===== config.mk =====
export PLATFORM = sky130hd
export DESIGN_NAME = ca3d_lanes
export DESIGN_NICKNAME = d
export VERILOG_FILES = /design/src/hw/rtl/ca3d_pkg.sv /design/src/hw/rtl/ca3d_lanes.sv
export SDC_FILE = /design/constraint.sdc
export NUM_CORES = 2
export LEC_CHECK = 0
export BUFFER_PORTS_ARGS = -buffer_cell sky130_fd_sc_hd__buf_2
export CELL_PAD_IN_SITES_DETAIL_PLACEMENT = 0
export CELL_PAD_IN_SITES_GLOBAL_PLACEMENT = 1
export CORE_ASPECT_RATIO = 0.6
export CORE_MARGIN = 2
export CORE_UTILIZATION = 40
export DETAILED_ROUTE_END_ITERATION = 10
export PLACE_DENSITY = 0.69
export SYNTH_ARGS = -nofsm -noshare
export SYNTH_HDL_FRONTEND = slang
export SYNTH_SLANG_ARGS = --single-unit

===== constraint.sdc =====
create_clock -name aclk -period 6 [get_ports aclk]
set_input_delay 0.9 -clock aclk [delete_from_list [all_inputs] [get_ports aclk]]
set_output_delay 0.9 -clock aclk [all_outputs]
set_load 0.05 [all_outputs]

===== src/hw/rtl/ca3d_pkg.sv =====
`timescale 1ns / 1ps
`default_nettype none

package ca3d_pkg;

    // Default grid dimensions.
    localparam int X_SIZE_DEF = 64;
    localparam int Y_SIZE_DEF = 32;
    localparam int Z_SIZE_DEF = 32;

    // Fixed widths of the stream and configuration fields.
    localparam int CNT_W       = 5;
    localparam int COORD_W     = 8;
    localparam int ADDR_W      = 16;
    localparam int CFG_IDX_W   = 2;
    localparam int IN_TDATA_W  = 24;
    localparam int OUT_TDATA_W = 8;

    // Reset values of the rule registers.
    localparam logic [CNT_W-1:0] BIRTH_RST   = 5'd9;
    localparam logic [CNT_W-1:0] SURV_LO_RST = 5'd6;
    localparam logic [CNT_W-1:0] SURV_HI_RST = 5'd9;

    typedef enum logic [2:0] {
        ACT_WRITE = 3'd0,
        ACT_READ  = 3'd1,
        ACT_FILL  = 3'd2,
        ACT_SEED  = 3'd3,
        ACT_STEP  = 3'd4
    } action_t;

    typedef enum logic [CFG_IDX_W-1:0] {
        CFG_BIRTH   = 2'd0,
        CFG_SURV_LO = 2'd1,
        CFG_SURV_HI = 2'd2
    } cfg_index_t;

    typedef enum logic [3:0] {
        ST_CLEAR,
        ST_IDLE,
        ST_SWEEP,
        ST_CELL_RD,
        ST_CELL_WR,
        ST_STEP_RD,
        ST_STEP_WAIT,
        ST_STEP_WR,
        ST_DONE
    } ctrl_state_t;

    // Memory port control from the sequencer.
    typedef struct packed {
        logic              rd_en;
        logic              rd_bank;
        logic [ADDR_W-1:0] rd_addr;
        logic              wr_en;
        logic              wr_both;
        logic              wr_bank;
        logic [ADDR_W-1:0] wr_addr;
    } mem_ctl_t;

    // Neighbour accumulator control from the sequencer.
    typedef struct packed {
        logic clear;
        logic acc;
        logic centre;
    } lane_ctl_t;

    // Rule registers.
    typedef struct packed {
        logic [CNT_W-1:0] birth;
        logic [CNT_W-1:0] surv_lo;
        logic [CNT_W-1:0] surv_hi;
    } rule_cfg_t;

endpackage

`default_nettype wire


===== src/hw/rtl/ca3d_lanes.sv =====
`timescale 1ns / 1ps
`default_nettype none

// One lane per cell of a row: counts live neighbours over the nine
// neighbouring rows and applies the birth and survival rule.
module ca3d_lanes #(
    parameter int X_SIZE = 64
) (
    input  wire logic               aclk,
    input  wire ca3d_pkg::lane_ctl_t ctl,
    input  wire ca3d_pkg::rule_cfg_t cfg,
    input  wire logic [X_SIZE-1:0]  row_in,
    output logic      [X_SIZE-1:0]  row_out
);

    localparam int CW = ca3d_pkg::CNT_W;

    logic [CW-1:0]     acc_reg [X_SIZE];
    logic [X_SIZE-1:0] centre_reg;

    for (genvar i = 0; i < X_SIZE; i++) begin : g_lane
        logic          left_bit;
        logic          right_bit;
        logic          mid_bit;
        logic [CW-1:0] sum;

        if (i > 0) begin : g_left
            assign left_bit = row_in[i-1];
        end else begin : g_no_left
            assign left_bit = 1'b0;
        end

        if (i < X_SIZE - 1) begin : g_right
            assign right_bit = row_in[i+1];
        end else begin : g_no_right
            assign right_bit = 1'b0;
        end

        // The cell itself is not its own neighbour.
        assign mid_bit = ctl.centre ? 1'b0 : row_in[i];
        assign sum = CW'(left_bit) + CW'(right_bit) + CW'(mid_bit);

        always_ff @(posedge aclk) begin
            if (ctl.clear) begin
                acc_reg[i] <= '0;
            end else if (ctl.acc) begin
                acc_reg[i] <= acc_reg[i] + sum;
            end
            if (ctl.acc && ctl.centre) begin
                centre_reg[i] <= row_in[i];
            end
        end

        // Live cells survive inside the range; dead cells are born at the count.
        assign row_out[i] = centre_reg[i] ?
            ((acc_reg[i] >= cfg.surv_lo) && (acc_reg[i] <= cfg.surv_hi)) :
            (acc_reg[i] == cfg.birth);
    end

endmodule

`default_nettype wire


==> results.yml <==
status:
  status: "finished, final reports clean"
floorplanning:
  rows: 88
  coreArea_um2: 95800
  boundaryPins: 147
  die_width_um: 405
  die_area_um2: 98900
  die_h_um: 244
  start_util: 0.402
routing:
  drt-initial-drc-count: 1877
  drcViolationCount: 0
  dr.pass1.iters: 5
  ant_nets: 0
  vias: 27600
  wl_mm: 111
  wl_per_cell_um: 21.1
  viasPerCell: 5.27
global_route:
  grt_overflow: 0
  grt_max_degree: 155
  grt_pass1_wl_mm: 171
  antenna_found_initial: 1
  track_usage: 0.225
  first_global_vias: 27400
synthesis:
  synth-seq-area-share: 0.299
  netlist_instances: 3800
  synth_top_area_frac: 0.299
  syn_nets: 4775
  ys_seq_elements: 384
  syn-cell-area_um2: 38500
  synth_area_leaders: "edfxtp_1, ha_1, xnor2_1"
  yosys_warnings: 0
  synth-edff-count: 384
  synth-async-reset-ratio: 0
  yosys.cell_types.count: 33
  syn_avg_cell_area_um2: 10.1
  yosys.area.top_type: "edfxtp_1"
  synth_flop_cell: "edfxtp_1"
timing:
  finalSetupTns_ns: 0
  min_period_ns: 4.30
  setup_violations: 0
  slew_headroom: 0.203
  tightest_slew_ns: 1.19
  grt_setup_unrepaired: "false"
  hold_viol_final: 0
  slew_violations: 0
  setup_ws_ns: 1.70
  fin_crit_sh: 0.716
  fin_worst_skew_ns: 0.0117
  whs_ns: 0.478
  max_freq_ghz: 0.233
power_and_ir_drop:
  power_density_nw_per_um2: 219
  vdd_ir_drop_max_mv: 0.177
  power.total_mw: 9.22
  leakagePower_nw: 18.7
clock_tree:
  cts_buffer_depth: 3
  ctsHtreeMaxLevel: 2
  cts_tree: "yes"
  cts_resized: 0
  clk_pin_slew_ns: 0.06
  clock_latency_ns: 0.61
  cts_inserted_buffers: 46
  cts_root_buffer: "clkbuf_16"
  cts.hold.buffers_added: 0
  cts_sinks: 384
  postCtsSetupRepairBufs: 0
final_layout:
  drive_gt1_frac: 0.0637
  layout_common_cells: "ha_1, edfxtp_1, nor2_1"
  syn_to_final_growth_pct: 9.45
  final_common_cell: "ha_1"
  diodes: 0
  layout.cells.non_filler: 5248
  largest_register_ffs: 320
  nets: 4928
min_path:
  hp-start: "row_in[31]"
  min_to: "centre_reg[31]"
  whs_path_depth: 1
  hp-class: "primary input to flop"
critical_path:
  regToRegEndpoint: "acc_reg[6][4]"
  crit_start: "cfg[5]"
  critPathMaxFanout: 49
  crit_required_ns: 5.10
  r2r_slack_ns: 3.60
  arrival_ns: 3.40
  cp-start-kind: "primary input"
  cp-end-kind: "output port"
  rr_worst_depth: 8
  worstReg2RegStart: "acc_reg[6][0]"
  path_class: "primary input to output port"
place:
  dp_worst_setup_slack_ns: 1.71
  placed_cells: 5165
  hpwlAfterDp_mm: 70.2
  gp_routability_congestion: 0.783
  io_buffers: 146
flow_run:
  maxCapViolCount: 0
==> per-stage QoR <==
stage,area [um^2],utilization
after global routing,42200,0.440
after floorplan,38500,-
after detailed placement,40700,0.425
after global placement,40700,0.425
final,42200,0.440
after CTS,42200,0.440
==> kinds of logic (layout without fill, tap and decap cells) <==
family,after synthesis,in the layout,share of synthesized area
and+or+nand+nor,1029,1029,0.136
adders and majority gates,892,892,0.314
AOI/OAI and AO/OA,605,605,0.0831
xor gates and xnor gates,498,498,0.113
DFF,384,384,0.299
buffers and inverters,331,519,0.0382
muxes,61,61,0.0159
==> how the worst max path moves through the flow <==
stage	cells past startpoint	slack [ns]	endpoint
3_5_place_dp	10	1.71	row_out[40]
3_3_place_gp	10	1.70	row_out[40]
2_1_floorplan	1	0.70	acc_reg[0][0]
4_1_cts	10	1.71	row_out[40]
6_report	9	1.70	row_out[48]
5_1_grt	10	1.56	row_out[1]
==> where the power goes <==
group	switching, mW	total (mW)	internal [mW]	leakage [nW]
registers	0.362	3.59	3.23	4.14
clock network	1.29	2.86	1.57	0.696
logic	1.61	2.77	1.16	13.8
total	3.26	9.22	5.96	18.7
==> layer usage <==
metal / vias to the layer above / global-route usage / share of wire
met5: - / 0 / 0
met4: 0 / 0.0432 / 0.017
met3: 115 / 0.0252 / 0.042
met2: 541 / 0.344 / 0.43
met1: 13200 / 0.341 / 0.51
li1: 13800 / - / -
==> worst max-delay path: stages <==
cell and delay, ns:
buf_4 0.77, buf_4 0.35, ha_1 0.26, nor2b_1 0.23, o21ai_0 0.14, a21o_1 0.19
a21oi_1 0.13, o21ai_0 0.09, buf_2 0.22
==> cells in the mapped netlist (all sizes together) (3+ instances only) <==
cell type  number
a21o           63
a21oi         267
and2          110
buf            63
clkbuf         14
edfxtp        384
fa            126
ha            766
inv           254
mux2i          61
nand2          80
nand2b         64
nand3          50
nand3b          5
nand4         125
nor2          315
nor2b         137
nor3          128
o21ai         268
o22ai           3
or3            14
xnor2         300
xor2          198
==> layout make-up <==
| cell class | count | area, um^2 |
|---|---|---|
| Clock buffer | 62 | 1270 |
| Clock inverter | 21 | 141 |
| Fill cell | 9199 | 53600 |
| Inverter | 254 | 973 |
| Multi-Input combinational cell | 3085 | 25500 |
| Sequential cell | 384 | 11500 |
| Tap cell | 1260 | 1580 |
| Timing Repair Buffer | 182 | 1130 |
No activity file was read; power rests on OpenSTA's default activity.
