### src/hw/rtl/ca3d_pkg.sv
`timescale 1ns / 1ps
`default_nettype none

package ca3d_pkg;

    // Default grid dimensions.
    localparam int X_SIZE_DEF = 64;
    localparam int Y_SIZE_DEF = 32;
    localparam int Z_SIZE_DEF = 32;

    // Fixed widths of the stream and configuration fields.
    localparam int CNT_W       = 5;
    localparam int COORD_W     = 8;
    localparam int ADDR_W      = 16;
    localparam int CFG_IDX_W   = 2;
    localparam int IN_TDATA_W  = 24;
    localparam int OUT_TDATA_W = 8;

    // Reset values of the rule registers.
    localparam logic [CNT_W-1:0] BIRTH_RST   = 5'd9;
    localparam logic [CNT_W-1:0] SURV_LO_RST = 5'd6;
    localparam logic [CNT_W-1:0] SURV_HI_RST = 5'd9;

    typedef enum logic [2:0] {
        ACT_WRITE = 3'd0,
        ACT_READ  = 3'd1,
        ACT_FILL  = 3'd2,
        ACT_SEED  = 3'd3,
        ACT_STEP  = 3'd4
    } action_t;

    typedef enum logic [CFG_IDX_W-1:0] {
        CFG_BIRTH   = 2'd0,
        CFG_SURV_LO = 2'd1,
        CFG_SURV_HI = 2'd2
    } cfg_index_t;

    typedef enum logic [3:0] {
        ST_CLEAR,
        ST_IDLE,
        ST_SWEEP,
        ST_CELL_RD,
        ST_CELL_WR,
        ST_STEP_RD,
        ST_STEP_WAIT,
        ST_STEP_WR,
        ST_DONE
    } ctrl_state_t;

    // Memory port control from the sequencer.
    typedef struct packed {
        logic              rd_en;
        logic              rd_bank;
        logic [ADDR_W-1:0] rd_addr;
        logic              wr_en;
        logic              wr_both;
        logic              wr_bank;
        logic [ADDR_W-1:0] wr_addr;
    } mem_ctl_t;

    // Neighbour accumulator control from the sequencer.
    typedef struct packed {
        logic clear;
        logic acc;
        logic centre;
    } lane_ctl_t;

    // Rule registers.
    typedef struct packed {
        logic [CNT_W-1:0] birth;
        logic [CNT_W-1:0] surv_lo;
        logic [CNT_W-1:0] surv_hi;
    } rule_cfg_t;

endpackage

`default_nettype wire

### src/hw/rtl/ca3d_ctrl.sv
`timescale 1ns / 1ps
`default_nettype none

// Sequencer: decodes transactions, sweeps rows and holds the result register.
module ca3d_ctrl #(
    parameter int X_SIZE = 64,
    parameter int Y_SIZE = 32,
    parameter int Z_SIZE = 32
) (
    input  wire logic                                aclk,
    input  wire logic                                aresetn,
    input  wire logic                                s_tvalid,
    output logic                                     s_tready,
    input  wire logic [ca3d_pkg::IN_TDATA_W-1:0]     s_tdata,
    output logic                                     m_tvalid,
    input  wire logic                                m_tready,
    output logic      [ca3d_pkg::OUT_TDATA_W-1:0]    m_tdata,
    output ca3d_pkg::mem_ctl_t                       mem_ctl,
    output logic      [X_SIZE-1:0]                   wr_data,
    input  wire logic [X_SIZE-1:0]                   rd_data,
    output ca3d_pkg::lane_ctl_t                      lane_ctl,
    input  wire logic [X_SIZE-1:0]                   row_next
);

    localparam int ROWS  = Y_SIZE * Z_SIZE;
    localparam int ROW_W = $clog2(ROWS);
    localparam int X_W   = $clog2(X_SIZE);
    localparam int CW    = ca3d_pkg::COORD_W;
    localparam int AW    = ca3d_pkg::ADDR_W;
    localparam logic [X_SIZE-1:0] EDGE_ROW = {1'b1, {(X_SIZE-2){1'b0}}, 1'b1};

    ca3d_pkg::ctrl_state_t state_reg, state_next;

    logic [ROW_W-1:0] row_addr_reg, row_addr_next;
    logic [CW-1:0]    row_y_reg, row_y_next;
    logic [CW-1:0]    row_z_reg, row_z_next;
    logic [1:0]       nb_dy_reg, nb_dy_next;
    logic [1:0]       nb_dz_reg, nb_dz_next;
    logic             pend_acc_reg, pend_acc_next;
    logic             pend_ctr_reg, pend_ctr_next;
    logic             bank_reg, bank_next;
    logic [2:0]       act_reg, act_next;
    logic [5:0]       px_reg, px_next;
    logic [4:0]       py_reg, py_next;
    logic [4:0]       pz_reg, pz_next;
    logic             wv_reg, wv_next;
    logic             rv_reg, rv_next;
    logic             m_valid_reg, m_valid_next;
    logic [ca3d_pkg::OUT_TDATA_W-1:0] m_data_reg, m_data_next;

    // Transaction fields.
    logic [2:0] in_act;
    logic [5:0] in_x;
    logic [4:0] in_y;
    logic [4:0] in_z;
    logic       in_wv;
    logic       in_inside;
    logic       accept;
    logic       last_row;
    logic       out_free;

    // Addressing.
    logic [ROW_W-1:0] cell_addr;
    logic [X_W-1:0]   x_idx;
    logic [CW:0]      nb_ty;
    logic [CW:0]      nb_tz;
    logic             nb_inr;
    logic [ROW_W-1:0] nb_addr;
    logic             border_row;
    logic [X_SIZE-1:0] sweep_row;
    logic [X_SIZE-1:0] cell_row;

    assign in_act = s_tdata[2:0];
    assign in_x   = s_tdata[8:3];
    assign in_y   = s_tdata[13:9];
    assign in_z   = s_tdata[18:14];
    assign in_wv  = s_tdata[19];
    assign in_inside = ((CW+1)'(in_x) < (CW+1)'(X_SIZE)) &&
                       ((CW+1)'(in_y) < (CW+1)'(Y_SIZE)) &&
                       ((CW+1)'(in_z) < (CW+1)'(Z_SIZE));

    assign accept   = s_tvalid && s_tready;
    assign last_row = (row_addr_reg == ROW_W'(ROWS - 1));
    assign out_free = !m_valid_reg || m_tready;

    // Row address of the addressed cell.
    assign cell_addr = ROW_W'(24'(py_reg) + 24'(pz_reg) * 24'(Y_SIZE));
    assign x_idx     = X_W'(px_reg);

    // Neighbour row of the current sweep row; rows outside the grid are skipped.
    assign nb_ty  = (CW+1)'(row_y_reg) + (CW+1)'(nb_dy_reg);
    assign nb_tz  = (CW+1)'(row_z_reg) + (CW+1)'(nb_dz_reg);
    assign nb_inr = (nb_ty != '0) && (nb_ty <= (CW+1)'(Y_SIZE)) &&
                    (nb_tz != '0) && (nb_tz <= (CW+1)'(Z_SIZE));
    assign nb_addr = ROW_W'(24'(nb_ty - 1'b1) + 24'(nb_tz - 1'b1) * 24'(Y_SIZE));

    // Row written during a fill or border seeding sweep.
    assign border_row = (row_y_reg == '0) || (row_y_reg == CW'(Y_SIZE - 1)) ||
                        (row_z_reg == '0) || (row_z_reg == CW'(Z_SIZE - 1));

    always_comb begin
        if (act_reg == ca3d_pkg::ACT_FILL) begin
            sweep_row = {X_SIZE{wv_reg}};
        end else if (border_row) begin
            sweep_row = '1;
        end else begin
            sweep_row = EDGE_ROW;
        end
    end

    // Read-modify-write of a single cell.
    always_comb begin
        cell_row = rd_data;
        cell_row[x_idx] = wv_reg;
    end

    // Next state.
    always_comb begin
        state_next = state_reg;
        case (state_reg)
            ca3d_pkg::ST_CLEAR: begin
                if (last_row) begin
                    state_next = ca3d_pkg::ST_IDLE;
                end
            end
            ca3d_pkg::ST_IDLE: begin
                if (accept) begin
                    case (in_act)
                        ca3d_pkg::ACT_WRITE, ca3d_pkg::ACT_READ: begin
                            state_next = in_inside ? ca3d_pkg::ST_CELL_RD : ca3d_pkg::ST_DONE;
                        end
                        ca3d_pkg::ACT_FILL, ca3d_pkg::ACT_SEED: begin
                            state_next = ca3d_pkg::ST_SWEEP;
                        end
                        ca3d_pkg::ACT_STEP: begin
                            state_next = ca3d_pkg::ST_STEP_RD;
                        end
                        default: begin
                            state_next = ca3d_pkg::ST_DONE;
                        end
                    endcase
                end
            end
            ca3d_pkg::ST_SWEEP: begin
                if (last_row) begin
                    state_next = ca3d_pkg::ST_DONE;
                end
            end
            ca3d_pkg::ST_CELL_RD: begin
                state_next = ca3d_pkg::ST_CELL_WR;
            end
            ca3d_pkg::ST_CELL_WR: begin
                state_next = ca3d_pkg::ST_DONE;
            end
            ca3d_pkg::ST_STEP_RD: begin
                if ((nb_dy_reg == 2'd2) && (nb_dz_reg == 2'd2)) begin
                    state_next = ca3d_pkg::ST_STEP_WAIT;
                end
            end
            ca3d_pkg::ST_STEP_WAIT: begin
                state_next = ca3d_pkg::ST_STEP_WR;
            end
            ca3d_pkg::ST_STEP_WR: begin
                state_next = last_row ? ca3d_pkg::ST_DONE : ca3d_pkg::ST_STEP_RD;
            end
            ca3d_pkg::ST_DONE: begin
                if (out_free) begin
                    state_next = ca3d_pkg::ST_IDLE;
                end
            end
            default: begin
                state_next = ca3d_pkg::ST_IDLE;
            end
        endcase
    end

    // Outputs to the memory and the lanes.
    always_comb begin
        s_tready = (state_reg == ca3d_pkg::ST_IDLE);
        mem_ctl  = '0;
        mem_ctl.rd_bank = bank_reg;
        wr_data  = '0;
        lane_ctl.clear  = (state_reg == ca3d_pkg::ST_IDLE) ||
                          (state_reg == ca3d_pkg::ST_STEP_WR);
        lane_ctl.acc    = pend_acc_reg;
        lane_ctl.centre = pend_ctr_reg;
        case (state_reg)
            ca3d_pkg::ST_CLEAR: begin
                mem_ctl.wr_en   = 1'b1;
                mem_ctl.wr_both = 1'b1;
                mem_ctl.wr_addr = AW'(row_addr_reg);
            end
            ca3d_pkg::ST_SWEEP: begin
                mem_ctl.wr_en   = 1'b1;
                mem_ctl.wr_bank = bank_reg;
                mem_ctl.wr_addr = AW'(row_addr_reg);
                wr_data         = sweep_row;
            end
            ca3d_pkg::ST_CELL_RD: begin
                mem_ctl.rd_en   = 1'b1;
                mem_ctl.rd_addr = AW'(cell_addr);
            end
            ca3d_pkg::ST_CELL_WR: begin
                mem_ctl.wr_en   = (act_reg == ca3d_pkg::ACT_WRITE);
                mem_ctl.wr_bank = bank_reg;
                mem_ctl.wr_addr = AW'(cell_addr);
                wr_data         = cell_row;
            end
            ca3d_pkg::ST_STEP_RD: begin
                mem_ctl.rd_en   = nb_inr;
                mem_ctl.rd_addr = AW'(nb_addr);
            end
            ca3d_pkg::ST_STEP_WR: begin
                mem_ctl.wr_en   = 1'b1;
                mem_ctl.wr_bank = !bank_reg;
                mem_ctl.wr_addr = AW'(row_addr_reg);
                wr_data         = row_next;
            end
            default: begin
            end
        endcase
    end

    // Datapath registers.
    always_comb begin
        row_addr_next = row_addr_reg;
        row_y_next    = row_y_reg;
        row_z_next    = row_z_reg;
        nb_dy_next    = nb_dy_reg;
        nb_dz_next    = nb_dz_reg;
        bank_next     = bank_reg;
        act_next      = act_reg;
        px_next       = px_reg;
        py_next       = py_reg;
        pz_next       = pz_reg;
        wv_next       = wv_reg;
        rv_next       = rv_reg;
        m_valid_next  = m_valid_reg;
        m_data_next   = m_data_reg;
        pend_acc_next = (state_reg == ca3d_pkg::ST_STEP_RD) && nb_inr;
        pend_ctr_next = (state_reg == ca3d_pkg::ST_STEP_RD) &&
                        (nb_dy_reg == 2'd1) && (nb_dz_reg == 2'd1);

        // Latch the transaction and restart the row sweep.
        if (accept) begin
            act_next      = in_act;
            px_next       = in_x;
            py_next       = in_y;
            pz_next       = in_z;
            wv_next       = in_wv;
            rv_next       = 1'b0;
            row_addr_next = '0;
            row_y_next    = '0;
            row_z_next    = '0;
            nb_dy_next    = '0;
            nb_dz_next    = '0;
        end

        // Step to the next row of the grid.
        if ((state_reg == ca3d_pkg::ST_CLEAR) || (state_reg == ca3d_pkg::ST_SWEEP) ||
            (state_reg == ca3d_pkg::ST_STEP_WR)) begin
            if (last_row) begin
                row_addr_next = '0;
                row_y_next    = '0;
                row_z_next    = '0;
            end else begin
                row_addr_next = row_addr_reg + 1'b1;
                if (row_y_reg == CW'(Y_SIZE - 1)) begin
                    row_y_next = '0;
                    row_z_next = row_z_reg + 1'b1;
                end else begin
                    row_y_next = row_y_reg + 1'b1;
                end
            end
        end

        // Walk the nine neighbour rows.
        if (state_reg == ca3d_pkg::ST_STEP_RD) begin
            if (nb_dy_reg == 2'd2) begin
                nb_dy_next = '0;
                nb_dz_next = nb_dz_reg + 1'b1;
            end else begin
                nb_dy_next = nb_dy_reg + 1'b1;
            end
        end
        if (state_reg == ca3d_pkg::ST_STEP_WR) begin
            nb_dy_next = '0;
            nb_dz_next = '0;
            if (last_row) begin
                bank_next = !bank_reg;
            end
        end

        if ((state_reg == ca3d_pkg::ST_CELL_WR) && (act_reg == ca3d_pkg::ACT_READ)) begin
            rv_next = rd_data[x_idx];
        end

        // Result register.
        if (m_valid_reg && m_tready) begin
            m_valid_next = 1'b0;
        end
        if ((state_reg == ca3d_pkg::ST_DONE) && out_free) begin
            m_valid_next = 1'b1;
            m_data_next  = {6'd0, (act_reg == ca3d_pkg::ACT_READ), rv_reg};
        end
    end

    always_ff @(posedge aclk) begin
        if (!aresetn) begin
            state_reg    <= ca3d_pkg::ST_CLEAR;
            row_addr_reg <= '0;
            row_y_reg    <= '0;
            row_z_reg    <= '0;
            nb_dy_reg    <= '0;
            nb_dz_reg    <= '0;
            pend_acc_reg <= 1'b0;
            pend_ctr_reg <= 1'b0;
            bank_reg     <= 1'b0;
            m_valid_reg  <= 1'b0;
        end else begin
            state_reg    <= state_next;
            row_addr_reg <= row_addr_next;
            row_y_reg    <= row_y_next;
            row_z_reg    <= row_z_next;
            nb_dy_reg    <= nb_dy_next;
            nb_dz_reg    <= nb_dz_next;
            pend_acc_reg <= pend_acc_next;
            pend_ctr_reg <= pend_ctr_next;
            bank_reg     <= bank_next;
            m_valid_reg  <= m_valid_next;
        end
    end

    always_ff @(posedge aclk) begin
        act_reg    <= act_next;
        px_reg     <= px_next;
        py_reg     <= py_next;
        pz_reg     <= pz_next;
        wv_reg     <= wv_next;
        rv_reg     <= rv_next;
        m_data_reg <= m_data_next;
    end

    assign m_tvalid = m_valid_reg;
    assign m_tdata  = m_data_reg;

endmodule

`default_nettype wire

### config.mk
export PLATFORM = sky130hd
export DESIGN_NAME = ca3d_ctrl
export DESIGN_NICKNAME = d
export VERILOG_FILES = /design/src/hw/rtl/ca3d_pkg.sv /design/src/hw/rtl/ca3d_ctrl.sv
export SDC_FILE = /design/constraint.sdc
export NUM_CORES = 1
export LEC_CHECK = 0
export ABC_AREA = 1
export BUFFER_PORTS_ARGS = -buffer_cell sky130_fd_sc_hd__buf_2
export CAP_MARGIN = 25
export CELL_PAD_IN_SITES_DETAIL_PLACEMENT = 2
export CELL_PAD_IN_SITES_GLOBAL_PLACEMENT = 2
export CORE_ASPECT_RATIO = 1.4
export CORE_UTILIZATION = 24
export CTS_CLUSTER_DIAMETER = 40
export DETAILED_ROUTE_END_ITERATION = 8
export HOLD_SLACK_MARGIN = 0.08
export PLACE_DENSITY = 0.84
export SYNTH_ARGS = -nofsm -noshare
export SYNTH_HDL_FRONTEND = slang
export SYNTH_SLANG_ARGS = --single-unit
export TNS_END_PERCENT = 20
### constraint.sdc
create_clock -name aclk -period 3.75 [get_ports aclk]
set_clock_uncertainty 0.15 [all_clocks]
set_input_delay 0.75 -clock aclk [delete_from_list [all_inputs] [get_ports aclk]]
set_output_delay 0.75 -clock aclk [all_outputs]
set_load 0.02 [all_outputs]
==> impl_metrics.py <==
metrics = {
    "drt": {
        "drt_wl_total_mm": 38.3,
        "drtIter0Drc": 428,
        "post_drt_wl_per_cell_um": 21.5,
        "dr.pass1.iters": 5,
        "ant_nets": 0,
        "routed_via_density": 5.12,
        "drc_errors": 0,
        "vias": 9122,
    },
    "finish": {
        "post-route-util_pct": 33.5,
        "drive_above_1_share_pct": 30.1,
        "multiInputGateArea_um2": 4770,
        "final_area_um2": 9280,
        "fillers": 3512,
        "regArea_um2": 1460,
        "fin_cells": 1781,
        "fin_nets": 1586,
        "largest_reg_flops": 10,
        "area_growth_pct": 36.9,
    },
    "yosys": {
        "synthesis.area_um2": 6780,
        "synth.largest_area_cell": "nand2_1",
        "yosys.area.top_type_share_pct": 17.8,
        "yosys_warnings": 0,
        "async_flop_share_pct": 0,
        "synthTopCellsByArea": "nand2_1 (18%), dfxtp_1 (11%), edfxtp_1 (10%)",
        "yosys_register_bits": 61,
        "synthFlopType": "dfxtp_1",
        "netlist_instances": 1146,
        "syn_area_per_cell_um2": 5.92,
        "yosysSeqAreaShare_pct": 21.4,
        "yosysUniqueCellTypes": 51,
        "synth_most_common_cell": "nand2_1",
        "synth_edf_count": 23,
        "netlist_top_cells_count": "nand2_1 (321), inv_1 (129), o21ai_0 (111), nand3_1 (108), nor2_1 (98)",
    },
    "grt": {
        "grt_pass1_wl_mm": 55.6,
        "grt_max_degree": 49,
        "track_usage_pct": 25.4,
        "antenna_found_initial": 3,
        "grt_pass1_vias": 9898,
        "overflow": 0,
    },
    "timing": {
        "rsz0062_at_grt": "true",
        "period_needed_ns": 4.18,
        "setup_viol": 5,
        "hold_violations": 0,
        "finalCritPeriodShare_pct": 111,
        "slew_headroom_pct": 36.2,
        "fmax_mhz": 239,
        "finalMaxSlewViolations": 0,
        "worst_slack_ns": -0.429,
        "worst_pin_slew_ns": 0.956,
        "hold_ws_ns": 0.309,
    },
    "worst_setup_path": {
        "path_cells": "ha_4 -> fa_2 -> nor2_4 -> nor2_4 -> inv_4 -> nand3_4 -> xnor2_2 -> ha_1 -> inv_2 -> ha_4 -> a21oi_2 -> o21ai_1 -> a21oi_2 -> inv_1 -> nand3_2 -> nand3_2 -> nand2_2 -> buf_6",
        "rrSetupSlack_ns": 0.91,
        "cp_data_required_time_ns": 2.85,
        "slowest_delay_ns": 0.39,
        "cp_slowest_cell": "fa_2",
        "cp.arrival_ns": 3.28,
        "r2r_start": "state_reg[1]",
        "worstRegToRegCells": 8,
        "worstSetupPathType": "reg2out",
        "cp-end-kind": "output port",
        "critPathLaunchType": "flip-flop",
        "cp-endpoint": "mem_ctl[28]",
        "crit_start": "row_z_reg[0]",
        "cp_max_fo": 4,
        "regToRegEndpoint": "row_addr_reg[6]",
    },
    "min_path": {
        "min_path_type": "reg2reg",
    },
    "placed_design": {
        "postPlaceCellArea_um2": 8520,
        "hpwlAfterDp_mm": 28.4,
        "portBuffers": 247,
        "place.gp.congestion": 0.866,
        "placed_cells": 1753,
    },
    "floorplanning": {
        "die_h_um": 201,
        "placementRows": 72,
        "die_w_um": 144,
        "initial_core_util_pct": 24.4,
        "ios": 270,
        "die_area_um2": 28900,
        "coreArea_um2": 27700,
    },
    "power": {
        "total_power_uw": 1820,
        "cellPowerDensity_nw_per_um2": 196,
        "max-vdd-ir-drop_v": 0.000215,
        "p_leak_uw": 0.00474,
    },
    "clocking": {
        "clk_pin_slew_ns": 0.06,
        "cts_buffer_depth": 2,
        "cts_buffers": 9,
        "clk_latency_ns": 0.34,
        "clock-sinks": 61,
        "cts-htree-levels": 3,
        "cts_tree": "yes",
        "root_buffer": "clkbuf_16",
        "ctsHoldBuffers": 0,
    },
    "run_status": {
        "violations": "negative setup slack",
        "status": "complete, but fails checks",
    },
    "flow_run": {
        "drv_cap": 0,
    },
}
cell type report:
cell class / count / area share, %
antenna: 4 / 0.108
sequential: 61 / 15.7
inverter: 139 / 5.73
timing repair buffer: 309 / 18.9
tap: 370 / 4.99
multi-input combinational: 882 / 51.4
clock inverter: 7 / 0.714
clock buffer: 9 / 2.43
metal layers:
metal / vias up / routed length [um] / global-route usage (%)
met5: - / 0 / 0
met4: 0 / 1820 / 12.9
met3: 81 / 1750 / 2.79
met2: 283 / 20900 / 49.8
met1: 4480 / 13800 / 25.6
li1: 4278 / - / -
timing repair:
| item | in CTS | in global routing |
|---|---|---|
| hold endpoints to repair | 0 | 0 |
| pin swaps | 20 | 20 |
| endpoints found under the setup margin | 8 | 46 |
| buffers inserted | 4 | 4 |
| resized for setup | 62 | 46 |
placed cells by master, fill, tap and decap left out, types with 7 or more instances in the layout:
master     instances
buf_4             61
o21ai_0          105
o311ai_0          16
o211ai_1           9
nor2_4             8
ha_1              14
conb_1            18
nand3_2           12
inv_1            118
nor2_1            88
a21oi_1           68
o22ai_1           11
ha_4               9
nand3_1           99
clkbuf_16          9
nand2_1          314
xor2_1             7
nor3_1            16
buf_2            241
nand4_1            8
inv_2             14
nand2_2           10
edfxtp_1          23
a32oi_1           10
dfxtp_1           32
stage by stage:
stage | TNS, ns | setup WS [ns]
2_1_floorplan | 0 | 0.100
3_3_place_gp | -0.259 | -0.115
3_5_place_dp | -0.753 | -0.245
4_1_cts | -0.963 | -0.284
5_1_grt | -1.92 | -0.540
6_report | -1.36 | -0.429
kinds of logic after synthesis:
| group | synth area share (%) |
|---|---|
| and+or+nand+nor | 36.3 |
| AOI/OAI and AO/OA | 21.3 |
| buffers and inverters | 14.2 |
| DFF | 21.4 |
| adders and majority gates | 5.50 |
| xor gates and xnor gates | 1.29 |
| other | 0.0553 |
worst min-delay path by stage:
| stage | start | slack (ns) | endpoint | depth (start not counted) |
|---|---|---|---|---|
| 3_3_place_gp | rv_reg | 0.31 | m_tdata[0] | 0 |
| 2_1_floorplan | rv_reg | 0.25 | m_tdata[0] | 0 |
| 4_1_cts | rv_reg | 0.31 | m_tdata[0] | 0 |
| 5_1_grt | rv_reg | 0.31 | m_tdata[0] | 0 |
| 3_5_place_dp | rv_reg | 0.30 | m_tdata[0] | 0 |
| 6_report | rv_reg | 0.31 | m_tdata[0] | 0 |
critical path: cells and delay by family (launching register included):
kind                       cells  cell delay, ns
AOI/OAI and AO/OA              3            0.38
buffers and inverters          4            0.36
xor gates and xnor gates       1            0.22
adders and majority gates      4            1.08
DFF                            1            0.34
and+or+nand+nor                6            0.55
power breakdown:
group | internal (uW) | switching [uW]
Sequential | 691 | 7.75
Clock | 510 | 337
Combinational | 115 | 156
No activity file was read; power rests on OpenSTA's default activity.
